File: config.mk
export PLATFORM = sky130hd
export DESIGN_NAME = mrc_horner
export DESIGN_NICKNAME = d
export VERILOG_FILES = /design/src/sv/mrc_pkg.sv /design/src/sv/mrc_horner.sv
export SDC_FILE = /design/constraint.sdc
export NUM_CORES = 2
export LEC_CHECK = 0
export BUFFER_PORTS_ARGS = -buffer_cell sky130_fd_sc_hd__buf_4
export CAP_MARGIN = 40
export CORE_MARGIN = 5
export CORE_UTILIZATION = 70
export DETAILED_ROUTE_END_ITERATION = 16
export PLACE_DENSITY_LB_ADDON = 0.3
export SETUP_SLACK_MARGIN = 0.5
export SLEW_MARGIN = 20
export SYNTH_ARGS = -nofsm -noshare
export SYNTH_HDL_FRONTEND = slang
export SYNTH_SLANG_ARGS = --single-unit
File: constraint.sdc
create_clock -name clk -period 11.7 [get_ports clk]
set_clock_uncertainty 0.1 [all_clocks]
set_input_delay 1.755 -clock clk [delete_from_list [all_inputs] [get_ports clk]]
set_output_delay 1.755 -clock clk [all_outputs]
set_load 0.02 [all_outputs]
File: src/sv/mrc_pkg.sv
`timescale 1ns / 1ps
package mrc_pkg;

  localparam int SLOTS  = 4;          // residue positions on the ports
  localparam int MW     = 16;         // modulus, residue and digit width
  localparam int MUW    = 2 * MW;     // Barrett reciprocal width
  localparam int SW     = MW + 2;     // signed Bezout coefficient width
  localparam int IDXW   = 2;          // lane index width
  localparam int CFG_IW = 3;          // configuration index width
  localparam int CFG_DW = 16;         // configuration data width
  localparam int DIV_NW = MUW + 1;    // divider dividend width
  localparam int VALW   = 64;         // binary value width

  localparam logic [SLOTS-1:0][MW-1:0] MOD_RESET = {16'd65479, 16'd65497, 16'd65519, 16'd65521};

  // Residue word as it moves through the digit rounds.
  typedef struct packed {
    logic                      err;
    logic [SLOTS-1:0][MW-1:0]  x;
  } mrc_word_t;

  // Per-base constants worked out after every modulus change.
  typedef struct packed {
    logic                                bad;
    logic [SLOTS-1:0][SLOTS-1:0][MW-1:0] inv;
    logic [SLOTS-1:0][MUW-1:0]           mu;
  } mrc_base_t;

  typedef enum logic [2:0] {
    SEQ_CHECK,
    SEQ_MU,
    SEQ_MU_WAIT,
    SEQ_PMOD,
    SEQ_PMOD_WAIT,
    SEQ_EUC,
    SEQ_EUC_WAIT,
    SEQ_DONE
  } mrc_seq_e;

endpackage

File: src/sv/mrc_horner.sv
`timescale 1ns / 1ps
module mrc_horner import mrc_pkg::*; #(
  parameter int NUM_MODULI = 4
) (
  input  logic                     clk,
  input  logic                     rst_n,
  input  logic [SLOTS-1:0][MW-1:0] p,
  input  logic                     in_valid,
  output logic                     in_ready,
  input  mrc_word_t                in_word,
  output logic                     out_valid,
  input  logic                     out_ready,
  output logic [VALW-1:0]          out_value,
  output logic [SLOTS-1:0][MW-1:0] out_digit,
  output logic                     out_err
);

  localparam int AW1 = 2 * MW;
  localparam int AW2 = 3 * MW;

  logic [2:0]               v_r;
  logic [2:0]               rdy;
  logic [SLOTS-1:0][MW-1:0] dm_nxt;
  logic [SLOTS-1:0][MW-1:0] d_r [3];
  logic                     e_r [3];
  logic [AW1-1:0]           a1_nxt, a1_r;
  logic [AW2-1:0]           a2_r;
  logic [VALW-1:0]          val_r;

  assign rdy[2] = !v_r[2] || out_ready;
  assign rdy[1] = !v_r[1] || rdy[2];
  assign rdy[0] = !v_r[0] || rdy[1];

  always_comb begin
    for (int i = 0; i < SLOTS; i++) begin
      dm_nxt[i] = (!in_word.err && i < NUM_MODULI) ? in_word.x[i] : '0;
    end
    a1_nxt = AW1'(dm_nxt[3]) * AW1'(p[2]) + AW1'(dm_nxt[2]);
  end

  always_ff @(posedge clk) begin
    if (!rst_n) begin
      v_r <= '0;
    end else begin
      if (rdy[0]) v_r[0] <= in_valid;
      if (rdy[1]) v_r[1] <= v_r[0];
      if (rdy[2]) v_r[2] <= v_r[1];
    end
  end

  always_ff @(posedge clk) begin
    if (rdy[0]) begin
      d_r[0] <= dm_nxt;
      e_r[0] <= in_word.err;
      a1_r   <= a1_nxt;
    end
    if (rdy[1]) begin
      d_r[1] <= d_r[0];
      e_r[1] <= e_r[0];
      a2_r   <= AW2'(a1_r) * AW2'(p[1]) + AW2'(d_r[0][1]);
    end
    if (rdy[2]) begin
      d_r[2] <= d_r[1];
      e_r[2] <= e_r[1];
      val_r  <= VALW'(a2_r) * VALW'(p[0]) + VALW'(d_r[1][0]);
    end
  end

  assign in_ready  = rdy[0];
  assign out_valid = v_r[2];
  assign out_value = val_r;
  assign out_digit = d_r[2];
  assign out_err   = e_r[2];

endmodule

==> results.md <==
* Drt pass-1 iters at 6
* Slew margin rel. at 39.3%
* Post-DP HPWL at approximately 120,000 um
* Reg clk slew, reported paths at 0.06 ns
* Count of final setup violators at 0
* Setup TNS at 0 ns
* Least-Margin Pin Slew at approximately 0.91 ns
* Clk_lat worst skew at between 0.6 and 0.7 ns
* Starting Density at a little over two thirds
* Number of global-route vias before repair at between 40k and 50k
* Core Rows at between 100 and 150
* Routability congestion estimate at around 0.9
* Post-synth EDFFs at 339
* Register bit total from synthesis at approximately 340
* Vias/cell at approximately 5.7
* Die H at around 300 um
* Via count at approximately 45k
* Post-synthesis sequential area ratio at between 15 and 20%
* Final Max Tran Viols at 0
* Syn nets at around 8.5k
* Share of synthesized flip-flops with an asynchronous set or reset at 0%
* Final setup margin at approximately 3.1 ns
* Die Footprint at between 90,000 and 100,000 um^2
* Wirelength, routed at roughly 150,000 um
* Clock root cell: clkbuf_16
* H-tree lvl count at 2
* F_max at ~120 MHz
* Total global-route track usage at about a third
* Clock Path Buffers at 3
* Class of the worst hold path: reg2reg
* Most frequent CP cell: fa_1
* Top_reg_cell synth: edfxtp_1
* I/O Pins at 264
* Period utilisation layout at between 70% and 80%
* Worst setup EP type: register
* Mean Syn Cell Area at 9.44 um^2
* Placed insts at ~7.7k
* CP Launch Type: input port
* CP Max Fanout at 48
* Routed len/inst at slightly below 20 um
* CP Cell Sequence: buf_4 -> nand2_1 -> fa_1 -> fa_1 -> fa_1 -> inv_1 -> fa_1 -> fa_1 -> inv_1 -> fa_1 -> inv_1 -> ha_1 -> nand2_1 -> nor4_1 -> o2111ai_1 -> a311oi_1 -> a211oi_1 -> o21ai_1 -> a21oi_1 -> o21ai_1 -> xor2_1
* P&R area growth vs syn at 5.24%
* Post-CTS Setup Repair Bufs at 0
* Crit-path max cell delay at roughly 0.60 ns
* Synth Instances at 6,624
* Synth warn at 0
* Number of nets in the layout at around 8.4k
* Mapped Area at between 60,000 and 70,000 um^2
* Pin count of the biggest net entering global routing at 68
* Layout cells sized above 1 at between 5 and 6%
* Max Cap Viol at 0
* Die extent in x at between 300 and 400 um
* Data required, critical path at about 12 ns
* Clock buffer count from CTS at 38
* Critical path class: in2reg
* Post-synth cell types at 70
* Clock sinks at about 340
* Status: finished, final reports clean
* Post-CTS sizing at 0
* Cell family with most CP delay: adder cells
* Core ar. at 88,500 um^2
* DRC at 0
* Antenna-violating nets left at 0
* GRT Residual Overflow at 0
* Min cycle time layout at between 8 and 9 ns
* CP max-delay cell: a311oi_1
* CP arrival at 8.82 ns
* CTS tree: done
* Layout Cells excl Fill at between 7k and 8k
* Hold-fix buffers, CTS at 0
* Initial antenna violation count at 1
* CP bufs+invs at 4
* IO Port Bufs at approximately 250
* Post-Place Setup Slack at around 2.6 ns
* Unrepaired setup endpoints after global routing: false
* Global-route wire length before repair at around 250,000 um
* Detailed Route Iter0 Violations at approximately 3.2k
* Final hold vios at 0
==> cells in the mapped netlist, drive strengths merged, types with 16 or more instances <==
cell    count  share of area, %
nand2    1114               6.7
o21bai     20              0.24
and2      516               5.2
nand3      36              0.30
a21oi     143               1.2
nand2b     25              0.25
edfxtp    339                16
nor2b      66              0.66
buf        79              0.96
xor2       40              0.56
fa       1302                42
nand4      34              0.34
clkbuf    280               1.7
inv      1725                10
o21a       16              0.19
o21ai      78              0.64
nor2       84              0.50
ha        414               8.3
xnor2      88               1.2
a21o       82              0.99
==> metrics by stage <==
step / hold slack [ns] / utilization (%) / instance area, um^2
floorplan: 0.300 / - / 62500
global placement: 0.301 / 72.7 / 64300
detailed placement: 0.305 / 72.8 / 64400
CTS: 0.307 / 74.2 / 65700
global route: 0.314 / 74.3 / 65800
finish: 0.308 / 74.3 / 65800
==> path summary, 6_finish.rpt <==
kind         slack, ns       endpoint         from  depth (start not counted)
min reg2reg       0.31    d_r[0][191]  d_r[0][127]                          0
max reg2reg       3.97  out_value[49]     a2_r[16]                         20
max               3.11  out_value[49]         p[1]                         21
min               0.31    d_r[0][191]  d_r[0][127]                          0
==> cell type report <==
cell class,count,area (um^2)
repair buffers,273,2140
well taps,1165,1460
fillers,6074,22700
clock inverters,25,328
multi-input cells,4198,44200
inverters,1725,6480
clock buffers,42,966
diodes,1,2.50
flip-flops and latches,342,10200
==> placed cells by master (no fill, tap or decap), types with 8 or more instances in the layout <==
cell type	netlist	routed
clkinv_1	0	9
nor3_1	12	12
o31ai_1	11	11
o21bai_1	20	20
and2_1	512	512
clkbuf_16	0	38
nor2_1	84	84
nand2b_1	25	25
nand2_1	1114	1113
ha_1	414	414
xor2_1	40	40
fa_1	1302	1302
o21a_1	16	16
o211ai_1	12	12
nor2b_1	66	61
edfxtp_1	339	339
a21o_1	81	81
nand4_1	34	34
buf_4	69	264
a211oi_1	11	11
xnor2_1	88	88
a31oi_1	12	12
o21ai_0	68	68
o21ai_1	8	8
and3_1	9	9
inv_1	1725	1724
a21oi_1	142	142
nand3_1	35	34
==> logic make-up (layout without fill, tap and decap cells) <==
family                     count (synthesis)  after routing  synth area share, %
DFF                                      342            342                 16.4
and+or+nand+nor                         1918           1918                 14.3
xor gates and xnor gates                 128            128                 1.79
buffers and inverters                   2084           2065                 13.0
adders and majority gates               1716           1716                 50.0
muxes                                      3              3               0.0480
AOI/OAI and AO/OA                        433            433                 4.45
other                                      0              1                    0
==> flip-flops by register name, indices dropped and copies added (netlist names) <==
signal	flops
out_value	64
d_r	192
e_r	3
a2_r	48
v_r	3
a1_r	32
==> routing by layer <==
metal  vias up  wire, um  track usage (%)
li1      19261         -                -
met1     22314     55200             42.2
met2      2394     74200             56.4
met3       550     17100             9.04
met4         0      7440             13.5
met5         -         0                0
Power is left out: the tool's default activity adds up to more than one toggle a clock period on the data nets, which glitch-free logic cannot reach.
