$ cat src/sv/mrc_pkg.sv
`timescale 1ns / 1ps
package mrc_pkg;

  localparam int SLOTS  = 4;          // residue positions on the ports
  localparam int MW     = 16;         // modulus, residue and digit width
  localparam int MUW    = 2 * MW;     // Barrett reciprocal width
  localparam int SW     = MW + 2;     // signed Bezout coefficient width
  localparam int IDXW   = 2;          // lane index width
  localparam int CFG_IW = 3;          // configuration index width
  localparam int CFG_DW = 16;         // configuration data width
  localparam int DIV_NW = MUW + 1;    // divider dividend width
  localparam int VALW   = 64;         // binary value width

  localparam logic [SLOTS-1:0][MW-1:0] MOD_RESET = {16'd65479, 16'd65497, 16'd65519, 16'd65521};

  // Residue word as it moves through the digit rounds.
  typedef struct packed {
    logic                      err;
    logic [SLOTS-1:0][MW-1:0]  x;
  } mrc_word_t;

  // Per-base constants worked out after every modulus change.
  typedef struct packed {
    logic                                bad;
    logic [SLOTS-1:0][SLOTS-1:0][MW-1:0] inv;
    logic [SLOTS-1:0][MUW-1:0]           mu;
  } mrc_base_t;

  typedef enum logic [2:0] {
    SEQ_CHECK,
    SEQ_MU,
    SEQ_MU_WAIT,
    SEQ_PMOD,
    SEQ_PMOD_WAIT,
    SEQ_EUC,
    SEQ_EUC_WAIT,
    SEQ_DONE
  } mrc_seq_e;

endpackage

$ cat src/sv/mrc_div.sv
`timescale 1ns / 1ps
module mrc_div import mrc_pkg::*; #(
  parameter int NW = 33,
  parameter int DW = 16
) (
  input  logic          clk,
  input  logic          rst_n,
  input  logic          start,
  input  logic [NW-1:0] num,
  input  logic [DW-1:0] den,
  output logic          done,
  output logic [NW-1:0] quot,
  output logic [DW-1:0] rem
);

  localparam int CW = $clog2(NW + 1);

  logic [NW-1:0] q_r;
  logic [DW-1:0] rem_r;
  logic [DW-1:0] den_r;
  logic [CW-1:0] cnt_r;
  logic          run_r;
  logic          done_r;
  logic [DW:0]   trial;
  logic [DW:0]   diff;
  logic          ge;

  assign trial = {rem_r, q_r[NW-1]};
  assign diff  = trial - {1'b0, den_r};
  assign ge    = trial >= {1'b0, den_r};

  always_ff @(posedge clk) begin
    if (!rst_n) begin
      run_r  <= 1'b0;
      done_r <= 1'b0;
    end else begin
      done_r <= 1'b0;
      if (start) begin
        q_r   <= num;
        rem_r <= '0;
        den_r <= den;
        cnt_r <= CW'(NW);
        run_r <= 1'b1;
      end else if (run_r) begin
        // one restoring step per cycle
        q_r   <= {q_r[NW-2:0], ge};
        rem_r <= ge ? diff[DW-1:0] : trial[DW-1:0];
        cnt_r <= cnt_r - CW'(1);
        if (cnt_r == CW'(1)) begin
          run_r  <= 1'b0;
          done_r <= 1'b1;
        end
      end
    end
  end

  assign done = done_r;
  assign quot = q_r;
  assign rem  = rem_r;

endmodule

$ cat src/sv/mrc_base.sv
`timescale 1ns / 1ps
module mrc_base import mrc_pkg::*; #(
  parameter int NUM_MODULI = 4
) (
  input  logic                     clk,
  input  logic                     rst_n,
  input  logic                     start,
  input  logic [SLOTS-1:0][MW-1:0] p,
  output logic                     ready,
  output mrc_base_t                base
);

  mrc_seq_e                            state_r, state_nxt;
  logic [IDXW-1:0]                     i_r, i_nxt, j_r, j_nxt;
  logic [MW-1:0]                       r0_r, r0_nxt, r1_r, r1_nxt;
  logic signed [SW-1:0]                s0_r, s0_nxt, s1_r, s1_nxt;
  logic                                bad_r, bad_nxt;
  logic [SLOTS-1:0][SLOTS-1:0][MW-1:0] inv_r, inv_nxt;
  logic [SLOTS-1:0][MUW-1:0]           mu_r, mu_nxt;
  logic                                div_go;
  logic [DIV_NW-1:0]                   div_num;
  logic [MW-1:0]                       div_den;
  logic                                div_done;
  logic [DIV_NW-1:0]                   div_quot;
  logic [MW-1:0]                       div_rem;

  mrc_div #(.NW(DIV_NW), .DW(MW)) u_div (
    .clk   (clk),
    .rst_n (rst_n),
    .start (div_go),
    .num   (div_num),
    .den   (div_den),
    .done  (div_done),
    .quot  (div_quot),
    .rem   (div_rem)
  );

  always_ff @(posedge clk) begin
    if (!rst_n) begin
      state_r <= SEQ_CHECK;
      bad_r   <= 1'b0;
    end else begin
      state_r <= state_nxt;
      bad_r   <= bad_nxt;
    end
  end

  always_ff @(posedge clk) begin
    i_r   <= i_nxt;
    j_r   <= j_nxt;
    r0_r  <= r0_nxt;
    r1_r  <= r1_nxt;
    s0_r  <= s0_nxt;
    s1_r  <= s1_nxt;
    inv_r <= inv_nxt;
    mu_r  <= mu_nxt;
  end

  always_comb begin
    logic signed [SW+MW:0] qs;
    logic signed [SW-1:0]  sp;
    state_nxt = state_r;
    i_nxt     = i_r;
    j_nxt     = j_r;
    r0_nxt    = r0_r;
    r1_nxt    = r1_r;
    s0_nxt    = s0_r;
    s1_nxt    = s1_r;
    bad_nxt   = bad_r;
    inv_nxt   = inv_r;
    mu_nxt    = mu_r;
    div_go    = 1'b0;
    div_num   = '0;
    div_den   = p[i_r];
    qs        = $signed({1'b0, div_quot[MW-1:0]}) * s1_r;
    sp        = s0_r + $signed({2'b00, p[j_r]});
    case (state_r)
      SEQ_CHECK: begin
        bad_nxt = 1'b0;
        for (int k = 0; k < NUM_MODULI; k++) begin
          if (p[k] < MW'(2)) bad_nxt = 1'b1;
        end
        i_nxt     = '0;
        state_nxt = bad_nxt ? SEQ_DONE : SEQ_MU;
      end
      SEQ_MU: begin
        // reciprocal floor(2^32 / p) for the Barrett reductions
        div_go    = 1'b1;
        div_num   = DIV_NW'(1) << MUW;
        div_den   = p[i_r];
        state_nxt = SEQ_MU_WAIT;
      end
      SEQ_MU_WAIT: begin
        if (div_done) begin
          mu_nxt[i_r] = div_quot[MUW-1:0];
          if (i_r == IDXW'(NUM_MODULI - 1)) begin
            i_nxt     = '0;
            j_nxt     = IDXW'(1);
            state_nxt = SEQ_PMOD;
          end else begin
            i_nxt     = i_r + IDXW'(1);
            state_nxt = SEQ_MU;
          end
        end
      end
      SEQ_PMOD: begin
        div_go    = 1'b1;
        div_num   = DIV_NW'(p[i_r]);
        div_den   = p[j_r];
        state_nxt = SEQ_PMOD_WAIT;
      end
      SEQ_PMOD_WAIT: begin
        if (div_done) begin
          r0_nxt    = p[j_r];
          r1_nxt    = div_rem;
          s0_nxt    = '0;
          s1_nxt    = SW'(1);
          state_nxt = SEQ_EUC;
        end
      end
      SEQ_EUC: begin
        if (r1_r == '0) begin
          if (r0_r != MW'(1)) begin
            bad_nxt   = 1'b1;
            state_nxt = SEQ_DONE;
          end else begin
            inv_nxt[i_r][j_r] = (s0_r < 0) ? sp[MW-1:0] : s0_r[MW-1:0];
            if (j_r == IDXW'(NUM_MODULI - 1)) begin
              if (i_r == IDXW'(NUM_MODULI - 2)) begin
                state_nxt = SEQ_DONE;
              end else begin
                i_nxt     = i_r + IDXW'(1);
                j_nxt     = i_r + IDXW'(2);
                state_nxt = SEQ_PMOD;
              end
            end else begin
              j_nxt     = j_r + IDXW'(1);
              state_nxt = SEQ_PMOD;
            end
          end
        end else begin
          div_go    = 1'b1;
          div_num   = DIV_NW'(r0_r);
          div_den   = r1_r;
          state_nxt = SEQ_EUC_WAIT;
        end
      end
      SEQ_EUC_WAIT: begin
        if (div_done) begin
          r0_nxt    = r1_r;
          r1_nxt    = div_rem;
          s0_nxt    = s1_r;
          s1_nxt    = s0_r - SW'(qs);
          state_nxt = SEQ_EUC;
        end
      end
      SEQ_DONE: begin
        state_nxt = SEQ_DONE;
      end
      default: begin
        state_nxt = SEQ_CHECK;
      end
    endcase
    // restart on any modulus change
    if (start) state_nxt = SEQ_CHECK;
  end

  assign ready    = (state_r == SEQ_DONE);
  assign base.bad = bad_r;
  assign base.inv = inv_r;
  assign base.mu  = mu_r;

endmodule

$ cat config.mk
export PLATFORM = sky130hd
export DESIGN_NAME = mrc_base
export DESIGN_NICKNAME = d
export VERILOG_FILES = /design/src/sv/mrc_pkg.sv /design/src/sv/mrc_div.sv /design/src/sv/mrc_base.sv
export SDC_FILE = /design/constraint.sdc
export NUM_CORES = 1
export LEC_CHECK = 0
export ABC_AREA = 1
export BUFFER_PORTS_ARGS = -buffer_cell sky130_fd_sc_hd__buf_4
export CORE_ASPECT_RATIO = 1.1
export CORE_MARGIN = 2
export CORE_UTILIZATION = 29
export DETAILED_ROUTE_END_ITERATION = 8
export PLACE_DENSITY = 0.54
export SYNTH_ARGS = -nofsm -noshare
export SYNTH_HDL_FRONTEND = slang
export SYNTH_HIERARCHICAL = 1
export SYNTH_SLANG_ARGS = --single-unit
$ cat constraint.sdc
create_clock -name clk -period 7.25 [get_ports clk]
set_input_delay 1.45 -clock clk [delete_from_list [all_inputs] [get_ports clk]]
set_output_delay 1.45 -clock clk [all_outputs]
set_load 0.01 [all_outputs]
==> flow_metrics.env, run 1 <==
export IMPL_status="finished, final reports clean"
export IMPL_fp_dieW_um=299
export IMPL_muxShareOfSynthArea=0
export IMPL_grt_pass1_wl_um=126000
export IMPL_drive_gt1_frac=0.208
export IMPL_tightest_slew_ns=1.16
export IMPL_timing_rr_start="u_div/quot[7]"
export IMPL_cp_common_cell="fa_1"
export IMPL_slew_violations=0
export IMPL_start_util=0.292
export IMPL_synth_top_family_by_area="simple AND/OR/NAND/NOR gates"
export IMPL_wl_per_cell_um=19.6
export IMPL_crit_family="adder cells"
export IMPL_maxCapViolCount=0
export IMPL_rows=119
export IMPL_yosysWarningCount=6
export IMPL_power_density_nw_per_um2=301
export IMPL_critPathLaunch="u_div/quot[7]"
export IMPL_worstSkewPairLatency_ns=0.63
export IMPL_syn_inst=2616
export IMPL_cts_resized=0
export IMPL_io_pins=453
export IMPL_clockBufferDepth=3
export IMPL_dieArea_um2=98400
export IMPL_gp_congestion=0.893
export IMPL_area_delta_synth_final_pct=24.9
export IMPL_postLayoutSetupSlackWorst_ns=1.30
export IMPL_ys_flop_type="edfxtp_1"
export IMPL_cp_arrival_ns=6.31
export IMPL_drt_iter0_markers=1559
export IMPL_ys_ff_latch=533
export IMPL_yosysSeqAreaShare=0.573
export IMPL_fillerInstances=9501
export IMPL_p_total_w=0.0104
export IMPL_viasPerCell=4.51
export IMPL_overflow=0
export IMPL_cts_sinks=533
export IMPL_hold_viol=0
export IMPL_rsz0062_at_grt="no"
export IMPL_yosys_area_share_simple=0.145
export IMPL_synth_edf_count=527
export IMPL_cp_max_fo=17
export IMPL_async_flop_share=0
export IMPL_syn_area_um2=27800
export IMPL_post_route_util=0.364
export IMPL_synth_area_leaders="edfxtp_1, fa_1, nand2_1"
export IMPL_hold_class="reg2reg"
export IMPL_p_leak_nw=15.5
export IMPL_max_slew_margin=0.226
export IMPL_cts_buffers_inserted=54
export IMPL_drt_pass1_iterations=6
export IMPL_ys_types=53
export IMPL_cts_tree="built"
export IMPL_ff_latch_area_um2=15900
export IMPL_ant_nets=0
export IMPL_grt_max_degree=62
export IMPL_hold_start="bad_r"
export IMPL_antenna_found_initial=1
export IMPL_start_kind="register"
export IMPL_io_buffers=452
export IMPL_cts_root_buf="clkbuf_16"
export IMPL_synth_most_common_cell="nand2_1"
export IMPL_path_cells="nand2_1 -> fa_1 -> inv_1 -> fa_1 -> fa_1 -> inv_1 -> fa_1 -> fa_1 -> inv_1 -> fa_1 -> inv_1 -> ha_1 -> a21oi_1 -> o21bai_1 -> a21oi_1 -> o21ai_0 -> a21oi_1 -> nand2_1 -> a21oi_1 -> nor2_1"
export IMPL_synthAdderAreaFrac=0.139
export IMPL_yosys_area_top_type_share=0.569
export IMPL_hpwl_um=65600
export IMPL_synth_area_per_cell_um2=10.6
export IMPL_period_needed_ns=5.95
export IMPL_fin_skew_ns=0.0337
export IMPL_finalCritPeriodShare=0.821
export IMPL_synth_compound_area_share=0.0542
export IMPL_finalNetCount=3399
export IMPL_vias=19900
export IMPL_setup_viol=0
export IMPL_synth_xor_area_share=0.00940
export IMPL_cts_setup_buffers=0
export IMPL_fin_cells=4412
export IMPL_die_h_um=329
export IMPL_clk_pin_slew_worst_paths_ns=0.07
export IMPL_track_usage=0.172
export IMPL_worstSetupPathType="reg2reg"
export IMPL_place_inst=4313
export IMPL_multi_input_area_um2=9860
export IMPL_end_kind="register"
export IMPL_fmax_mhz=168
export IMPL_finalSetupTns_ns=0
export IMPL_pre_cts_ws_ns=1.25
export IMPL_synth_largest_area_cell="edfxtp_1"
export IMPL_crit_buf_inv=4
export IMPL_h_tree_depth=2
export IMPL_slowest_stage="edfxtp_1"
export IMPL_grt_pass1_vias=19100
export IMPL_vdd_drop_max_mv=0.456
export IMPL_cp_slowest_stage_delay_ns=0.92
export IMPL_wirelength_um=86600
export IMPL_synth_common_cells="nand2_1, edfxtp_1, inv_1, nor2_1, fa_1"
export IMPL_hold_buffers=0
export IMPL_worstPathRequired_ns=7.61
export IMPL_core_area_um2=95400
export IMPL_drc=0
## per-stage QoR
stage               hold WS, ns  cell area, µm²
global placement          0.439           32900
floorplan                 0.424           27900
finish                    0.451           34800
global route              0.479           34800
detailed placement        0.443           32900
CTS                       0.452           34800
## where the power goes
part | switching, W | internal (W) | total (W)
combinational | 0.00252 | 0.00153 | 0.00405
clock | 0.00122 | 0.00167 | 0.00289
sequential | 0.0000613 | 0.00345 | 0.00351
total | 0.00380 | 0.00665 | 0.0104
## area by class of cell
| class | count | area share |
|---|---|---|
| clock inverters | 34 | 0.0119 |
| multi-input cells | 1534 | 0.284 |
| inverters | 484 | 0.0523 |
| well taps | 1270 | 0.0457 |
| repair buffers | 492 | 0.106 |
| flip-flops and latches | 533 | 0.459 |
| diodes | 1 | 0.0000720 |
| clock buffers | 64 | 0.0411 |
## path summary, 6_finish.rpt
path | end | cells after the start | slack, ns
hold reg to reg | bad_r | 2 | 0.45
setup / recovery | s1_r[17] | 20 | 1.30
setup reg to reg | s1_r[17] | 20 | 1.30
hold / removal | bad_r | 2 | 0.45
## registers in the layout, indices dropped and copies added (netlist names)
| register | flops |
|---|---|
| bad_r | 1 |
| base | 384 |
| i_r | 2 |
| j_r | 2 |
| r0_r | 16 |
| r1_r | 16 |
| s0_r | 18 |
| s1_r | 18 |
| state_r | 3 |
| u_div/cnt_r | 6 |
| u_div/den_r | 16 |
| u_div/done | 1 |
| u_div/quot | 33 |
| u_div/rem | 16 |
| u_div/run_r | 1 |
## layout by cell type, fill, tap and decap left out, drive strengths merged, types with 2 or more instances in the layout
cell type  count
ha           106
or2            4
a21o           8
nor3          20
nor2         172
edfxtp       527
and2           2
a21oi        114
dfxtp          6
nor4           7
clkbuf        64
nand2        647
o31ai          4
o22ai          4
fa           127
nand3         96
nand4         18
clkinvlp       5
nand3b        10
buf          492
xor2          17
xnor2         12
inv          482
o21ai        125
a31oi          3
o21a           9
clkinv        24
o211ai         4
bufinv         7
o21bai         2
conb          16
## kinds of logic (layout without fill, tap and decap cells)
logic type | count (synthesis) | after routing
adder cells (fa/ha/maj) | 233 | 233
buffers and inverters | 564 | 1074
other | 1 | 17
flip-flops | 533 | 533
AND/OR/NAND/NOR | 977 | 977
XOR/XNOR | 29 | 29
AO/OA/AOI/OAI | 279 | 279
## worst min-delay path, delay by kind of cell, from the launching register on
| kind | cells | cell delay (ns) |
|---|---|---|
| DFF | 1 | 0.31 |
| buffers and inverters | 1 | 0.05 |
| AOI/OAI and AO/OA | 1 | 0.05 |
## layer usage
| metal | up-vias | track usage | wire length [µm] |
|---|---|---|---|
| met1 | 9519 | 0.221 | 35600 |
| met5 | - | 0 | 0 |
| met2 | 830 | 0.289 | 41600 |
| met4 | 0 | 0.0472 | 2190 |
| li1 | 9430 | - | - |
| met3 | 108 | 0.0418 | 7170 |
No activity file was read; power rests on OpenSTA's default activity.
==> run 2, diff against run 1 <==
--- a/config.mk
+++ b/config.mk
@@ -11,7 +11,7 @@
 export CORE_MARGIN = 2
 export CORE_UTILIZATION = 29
 export DETAILED_ROUTE_END_ITERATION = 8
-export PLACE_DENSITY = 0.54
+export PLACE_DENSITY = 0.55
 export SYNTH_ARGS = -nofsm -noshare
 export SYNTH_HDL_FRONTEND = slang
 export SYNTH_HIERARCHICAL = 1
==> constraint.sdc (replaced) <==
create_clock -name clk -period 5.4 [get_ports clk]
set_input_delay 1.08 -clock clk [delete_from_list [all_inputs] [get_ports clk]]
set_output_delay 1.08 -clock clk [all_outputs]
set_load 0.01 [all_outputs]
==> flow_metrics.env, run 2 (same netlist as run 1, synthesis figures left out) <==
export IMPL_status="finished, final reports clean"
export IMPL_fin_cells=4550
export IMPL_cts_sinks=533
export IMPL_fp_dieW_um=299
export IMPL_rows=119
export IMPL_gp_congestion=0.912
export IMPL_maxCapViolCount=0
export IMPL_die_h_um=329
export IMPL_cp_arrival_ns=5.63
export IMPL_worstSetupPathType="reg2reg"
export IMPL_period_needed_ns=5.27
export IMPL_vdd_drop_max_mv=0.914
export IMPL_end_kind="register"
export IMPL_drt_pass1_iterations=6
export IMPL_drt_iter0_markers=1515
export IMPL_grt_pass1_vias=20100
export IMPL_antenna_found_initial=13
export IMPL_grt_max_degree=53
export IMPL_pre_cts_ws_ns=-0.0977
export IMPL_postLayoutSetupSlackWorst_ns=0.125
export IMPL_timing_rr_start="s1_r[11]"
export IMPL_wl_per_cell_um=20.0
export IMPL_worstSkewPairLatency_ns=0.64
export IMPL_track_usage=0.180
export IMPL_finalSetupTns_ns=0
export IMPL_hold_class="reg2reg"
export IMPL_drive_gt1_frac=0.263
export IMPL_hold_depth=2
export IMPL_io_pins=453
export IMPL_hold_end="bad_r"
export IMPL_io_buffers=452
export IMPL_wirelength_um=90900
export IMPL_cp_max_fo=5
export IMPL_clockBufferDepth=3
export IMPL_largest_reg_flops=384
export IMPL_hold_start="bad_r"
export IMPL_post_route_util=0.381
export IMPL_finalCritPeriodShare=0.977
export IMPL_core_area_um2=95400
export IMPL_drc=0
export IMPL_cts_tree="built"
export IMPL_slew_violations=0
export IMPL_rsz0062_at_grt="yes"
export IMPL_worstPathRequired_ns=5.76
export IMPL_hpwl_um=70300
export IMPL_overflow=0
export IMPL_area_delta_synth_final_pct=30.6
export IMPL_start_kind="register"
export IMPL_tightest_slew_ns=1.13
export IMPL_fin_skew_ns=0.0524
export IMPL_setup_viol=0
export IMPL_r2r_slack_ns=0.13
export IMPL_clk_pin_slew_worst_paths_ns=0.06
export IMPL_p_leak_nw=16.2
export IMPL_grt_pass1_wl_um=132000
export IMPL_fmax_mhz=190
export IMPL_hold_buffers=0
export IMPL_viasPerCell=4.52
export IMPL_dieArea_um2=98400
export IMPL_p_total_w=0.0178
export IMPL_power_density_nw_per_um2=491
export IMPL_hold_viol=0
export IMPL_start_util=0.292
export IMPL_h_tree_depth=2
export IMPL_vias=20600
export IMPL_r2r_cells=22
export IMPL_ant_nets=0
export IMPL_cts_buffers_inserted=54
export IMPL_r2r_end="s1_r[17]"
export IMPL_final_common_cell="nand2_1"
export IMPL_mostFrequentLayoutCells="nand2_1, buf_4, edfxtp_1"
export IMPL_place_inst=4404
export IMPL_max_slew_margin=0.247
export IMPL_cts_root_buf="clkbuf_16"
export IMPL_finalNetCount=3529
[run 2: changes by cell type in the layout (fill, tap and decap cells not counted), sizes merged]
cell | before | now
diode | 1 | 5
buf | 492 | 622
inv | 482 | 484
clkinvlp | 5 | 7
clkinv | 24 | 21
bufinv | 7 | 10
[run 2: layer usage]
metal  vias up  global-route usage  share of wire
li1       9704                   -              -
met3       129              0.0400          0.082
met1      9892               0.227           0.40
met4         8              0.0640          0.033
met5         -                   0        0.00048
met2       853               0.305           0.48
[run 2: worst max-delay path by stage]
stage / start / endpoint / slack, ns / cells after the start
after floorplan: u_div/quot[2] / s1_r[17] / 0.03 / 22
after global placement: s1_r[11] / s1_r[14] / -0.08 / 20
after detailed placement: u_div/quot[2] / s1_r[14] / -0.1 / 20
after CTS: s1_r[11] / s1_r[16] / 0.001 / 22
after global routing: s1_r[11] / s1_r[17] / -0.07 / 22
final: s1_r[11] / s1_r[17] / 0.13 / 22
[run 2: what timing repair did]
item / CTS / global route
pin swaps: 5 / 83
setup buffers: 3 / 37
endpoints found under the setup margin: 4 / 9
resized for setup: 16 / 92
[run 2: layout make-up]
class / count / area, µm²
sequential: 533 / 15900
timing repair buffer: 622 / 4800
clock inverter: 38 / 529
fill: 9386 / 59100
antenna: 5 / 12.5
multi-input combinational: 1534 / 10200
clock buffer: 64 / 1430
tap: 1270 / 1590
inverter: 484 / 1820
[run 2: stage by stage]
step	hold WS [ns]	instance area [µm²]
floorplan	0.424	27900
global placement	0.439	33600
detailed placement	0.445	33600
CTS	0.456	35700
global route	0.497	36300
finish	0.459	36300
[run 2: critical path: stages (launching register included)]
cell and delay (ns):
edfxtp_1 0.44, buf_6 0.16, buf_4 0.13, nand2_2 0.05
inv_2 0.04, fa_1 0.58, fa_1 0.44, fa_1 0.49
inv_1 0.05, fa_1 0.47, fa_1 0.55, inv_2 0.04
fa_1 0.49, inv_2 0.05, ha_4 0.23, a21oi_4 0.16
o21bai_4 0.08, a21oi_2 0.15, o21ai_2 0.07, a21oi_2 0.12
nand2_2 0.09, a21oi_2 0.11, nor2_1 0.05
[run 2: report_power, final]
group          switching (W)  leakage [nW]  internal, W
Sequential         0.0000510          4.75      0.00463
Clock                0.00167         0.934      0.00240
Combinational        0.00487          10.5      0.00423
==> run 3, diff against run 2 <==
--- a/config.mk
+++ b/config.mk
@@ -5,9 +5,9 @@
 export SDC_FILE = /design/constraint.sdc
 export NUM_CORES = 1
 export LEC_CHECK = 0
-export ABC_AREA = 1
+export ABC_AREA = 0
 export BUFFER_PORTS_ARGS = -buffer_cell sky130_fd_sc_hd__buf_4
-export CORE_ASPECT_RATIO = 1.1
+export CORE_ASPECT_RATIO = 0.9
 export CORE_MARGIN = 2
 export CORE_UTILIZATION = 29
 export DETAILED_ROUTE_END_ITERATION = 8
==> flow_metrics.env, run 3 <==
export IMPL_start_util=0.292
export IMPL_cts_root_buf="clkbuf_16"
export IMPL_io_pins=453
export IMPL_hold_class="reg2reg"
export IMPL_setup_viol=4
export IMPL_max_slew_margin=0.124
export IMPL_fp_dieW_um=323
export IMPL_dieArea_um2=94000
export IMPL_vdd_drop_max_mv=0.545
export IMPL_synth_area_leaders="edfxtp_1, fa_1, ha_1"
export IMPL_violations="negative setup slack"
export IMPL_die_h_um=291
export IMPL_p_sw_w=0.00489
export IMPL_synth_most_common_cell="edfxtp_1"
export IMPL_fillerInstances=8681
export IMPL_synth_area_per_cell_um2=14.2
export IMPL_start_kind="register"
export IMPL_end_kind="register"
export IMPL_finalCritPeriodShare=1.02
export IMPL_postLayoutSetupSlackWorst_ns=-0.129
export IMPL_worstSkewPairLatency_ns=0.65
export IMPL_grt_pass1_wl_um=122000
export IMPL_yosys_area_top_type_share=0.596
export IMPL_cp_slowest_stage_delay_ns=0.50
export IMPL_grt_max_degree=53
export IMPL_maxCapViolCount=0
export IMPL_gp_congestion=0.884
export IMPL_wl_per_cell_um=22.4
export IMPL_finalNetCount=2799
export IMPL_rsz0062_at_grt="yes"
export IMPL_mostFrequentLayoutCells="buf_4, edfxtp_1, nand2_1"
export IMPL_drive_gt1_frac=0.333
export IMPL_ys_types=71
export IMPL_clk_pin_slew_worst_paths_ns=0.07
export IMPL_slew_violations=0
export IMPL_p_int_w=0.00994
export IMPL_cts_sinks=533
export IMPL_synth_common_cells="edfxtp_1, nand2_1, inv_1, fa_1, and2_1"
export IMPL_synth_edf_count=527
export IMPL_overflow=0
export IMPL_combPwrFrac=0.420
export IMPL_period_needed_ns=5.53
export IMPL_clockBufferDepth=3
export IMPL_ys_ff_latch=533
export IMPL_worstPathRequired_ns=5.79
export IMPL_p_leak_nw=13.8
export IMPL_track_usage=0.175
export IMPL_fin_skew_ns=0.0476
export IMPL_ant_nets=0
export IMPL_dpl_cell_area_um2=32400
export IMPL_area_delta_synth_final_pct=30.9
export IMPL_design_area_um2=34700
export IMPL_final_common_cell="buf_4"
export IMPL_yosysSeqAreaShare=0.601
export IMPL_crit_family="adder cells"
export IMPL_viasPerCell=4.65
export IMPL_wirelength_um=84800
export IMPL_hpwl_um=63900
export IMPL_synth_largest_area_cell="edfxtp_1"
export IMPL_drt_pass1_iterations=5
export IMPL_cp_max_fo=6
export IMPL_antenna_found_initial=4
export IMPL_drc=0
export IMPL_syn_area_um2=26500
export IMPL_rows=105
export IMPL_cts_tree="built"
export IMPL_drt_iter0_markers=1474
export IMPL_fmax_mhz=181
export IMPL_status="finished with violations"
export IMPL_cts_buffers_inserted=57
export IMPL_syn_inst=1872
export IMPL_yosysWarningCount=6
export IMPL_vias=17600
export IMPL_h_tree_depth=2
export IMPL_hold_buffers=0
export IMPL_finalSetupTns_ns=-0.431
export IMPL_power_density_nw_per_um2=427
export IMPL_async_flop_share=0
export IMPL_clkPwrFrac=0.264
export IMPL_ys_flop_type="edfxtp_1"
export IMPL_tightest_slew_ns=1.31
export IMPL_cp_common_cell="fa_1"
export IMPL_p_sw_frac=0.330
export IMPL_hold_viol=0
export IMPL_path_cells="and2_4 -> fa_1 -> fa_1 -> inv_1 -> fa_1 -> inv_1 -> fa_1 -> fa_1 -> fa_1 -> inv_2 -> ha_4 -> a211o_1 -> a2111oi_4 -> o211ai_2 -> a41o_1 -> a21oi_2 -> xor2_1 -> nor2_1"
export IMPL_crit_buf_inv=3
export IMPL_slowest_stage="fa_1"
export IMPL_io_buffers=452
export IMPL_largest_reg_flops=384
export IMPL_core_area_um2=90900
export IMPL_grt_pass1_vias=17900
export IMPL_cp_arrival_ns=5.91
export IMPL_worstSetupPathType="reg2reg"
export IMPL_seq_power_share=0.316
run 3: cell types whose count changed after synthesis, sizes merged, moves of 18 or more:
cell	before	now
and2	2	116
nand2	647	212
mux4	0	32
nand3	96	10
nor2	172	61
xnor2	12	50
inv	480	191
mux2	0	35
a21oi	114	44
a22oi	0	18
and3	0	24
o21ai	125	39
run 3: area by class of cell:
type | count | area, µm² | area share
Multi-Input combinational cell | 1103 | 9990 | 0.288
Sequential cell | 533 | 15900 | 0.459
Inverter | 191 | 717 | 0.0206
Antenna cell | 1 | 2.50 | 0.0000720
Tap cell | 1230 | 1540 | 0.0443
Clock buffer | 66 | 1460 | 0.0420
Timing Repair Buffer | 613 | 4660 | 0.134
Clock inverter | 39 | 425 | 0.0122
run 3: worst paths after layout:
path                  from         end  slack (ns)  depth (start not counted)
max          u_div/quot[2]    s1_r[13]       -0.13                         18
min            u_div/run_r  u_div/done        0.44                          2
max reg2reg  u_div/quot[2]    s1_r[13]       -0.13                         18
min reg2reg    u_div/run_r  u_div/done        0.44                          2
run 3: logic make-up (layout without fill, tap and decap cells):
logic type               Yosys count  count (layout)  synth area share
adder cells (fa/ha/maj)          234             234             0.146
other                              1              17          0.000141
multiplexers                      77              77            0.0458
AND/OR/NAND/NOR                  512             512            0.0948
buffers and inverters            251             909            0.0368
XOR/XNOR                          72              72            0.0238
AO/OA/AOI/OAI                    192             192            0.0519
flip-flops                       533             533             0.601
run 3: worst reg2reg max path, cell delays in order, from the launching register on:
cell	delay (ns)
edfxtp_1	0.47
and2_4	0.21
fa_1	0.49
fa_1	0.49
inv_1	0.05
fa_1	0.47
inv_1	0.05
fa_1	0.46
fa_1	0.49
fa_1	0.50
inv_2	0.05
ha_4	0.22
a211o_1	0.34
a2111oi_4	0.27
o211ai_2	0.17
a41o_1	0.22
a21oi_2	0.14
xor2_1	0.15
nor2_1	0.05
run 3: stage by stage:
step | instances | power, W | hold WS (ns) | util | setup WS, ns
detailed placement | 3641 | 0.0103 | 0.435 | 0.356 | -0.249
floorplan | 1887 | 0.00824 | 0.421 | - | -0.0835
global placement | 3641 | 0.0103 | 0.429 | 0.356 | -0.267
finish | 3776 | 0.0148 | 0.445 | 0.382 | -0.129
global route | 3775 | 0.0157 | 0.460 | 0.382 | -0.341
CTS | 3757 | 0.0145 | 0.446 | 0.378 | -0.0963
run 3: power by group through the flow:
| stage | Sequential (W) | Clock (W) | Combinational [W] |
|---|---|---|---|
| 5_1_grt | 0.00468 | 0.00417 | 0.00681 |
| 2_1_floorplan | 0.00475 | 0 | 0.00349 |
| 3_3_place_gp | 0.00477 | 0 | 0.00549 |
| 6_report | 0.00468 | 0.00392 | 0.00623 |
| 3_5_place_dp | 0.00477 | 0 | 0.00556 |
| 4_1_cts | 0.00468 | 0.00401 | 0.00581 |
run 3: layer usage:
layer  track usage  routed length, µm
met4        0.0429               1840
met5             0                  0
met2         0.277              38100
met3        0.0330               6460
met1         0.249              38300
run 3: timing repair:
action / 4_1_cts / 5_1_grt
setup endpoints to repair: 9 / 9
pin swaps: 9 / 26
setup buffers: 11 / 18
gates resized for setup: 18 / 40
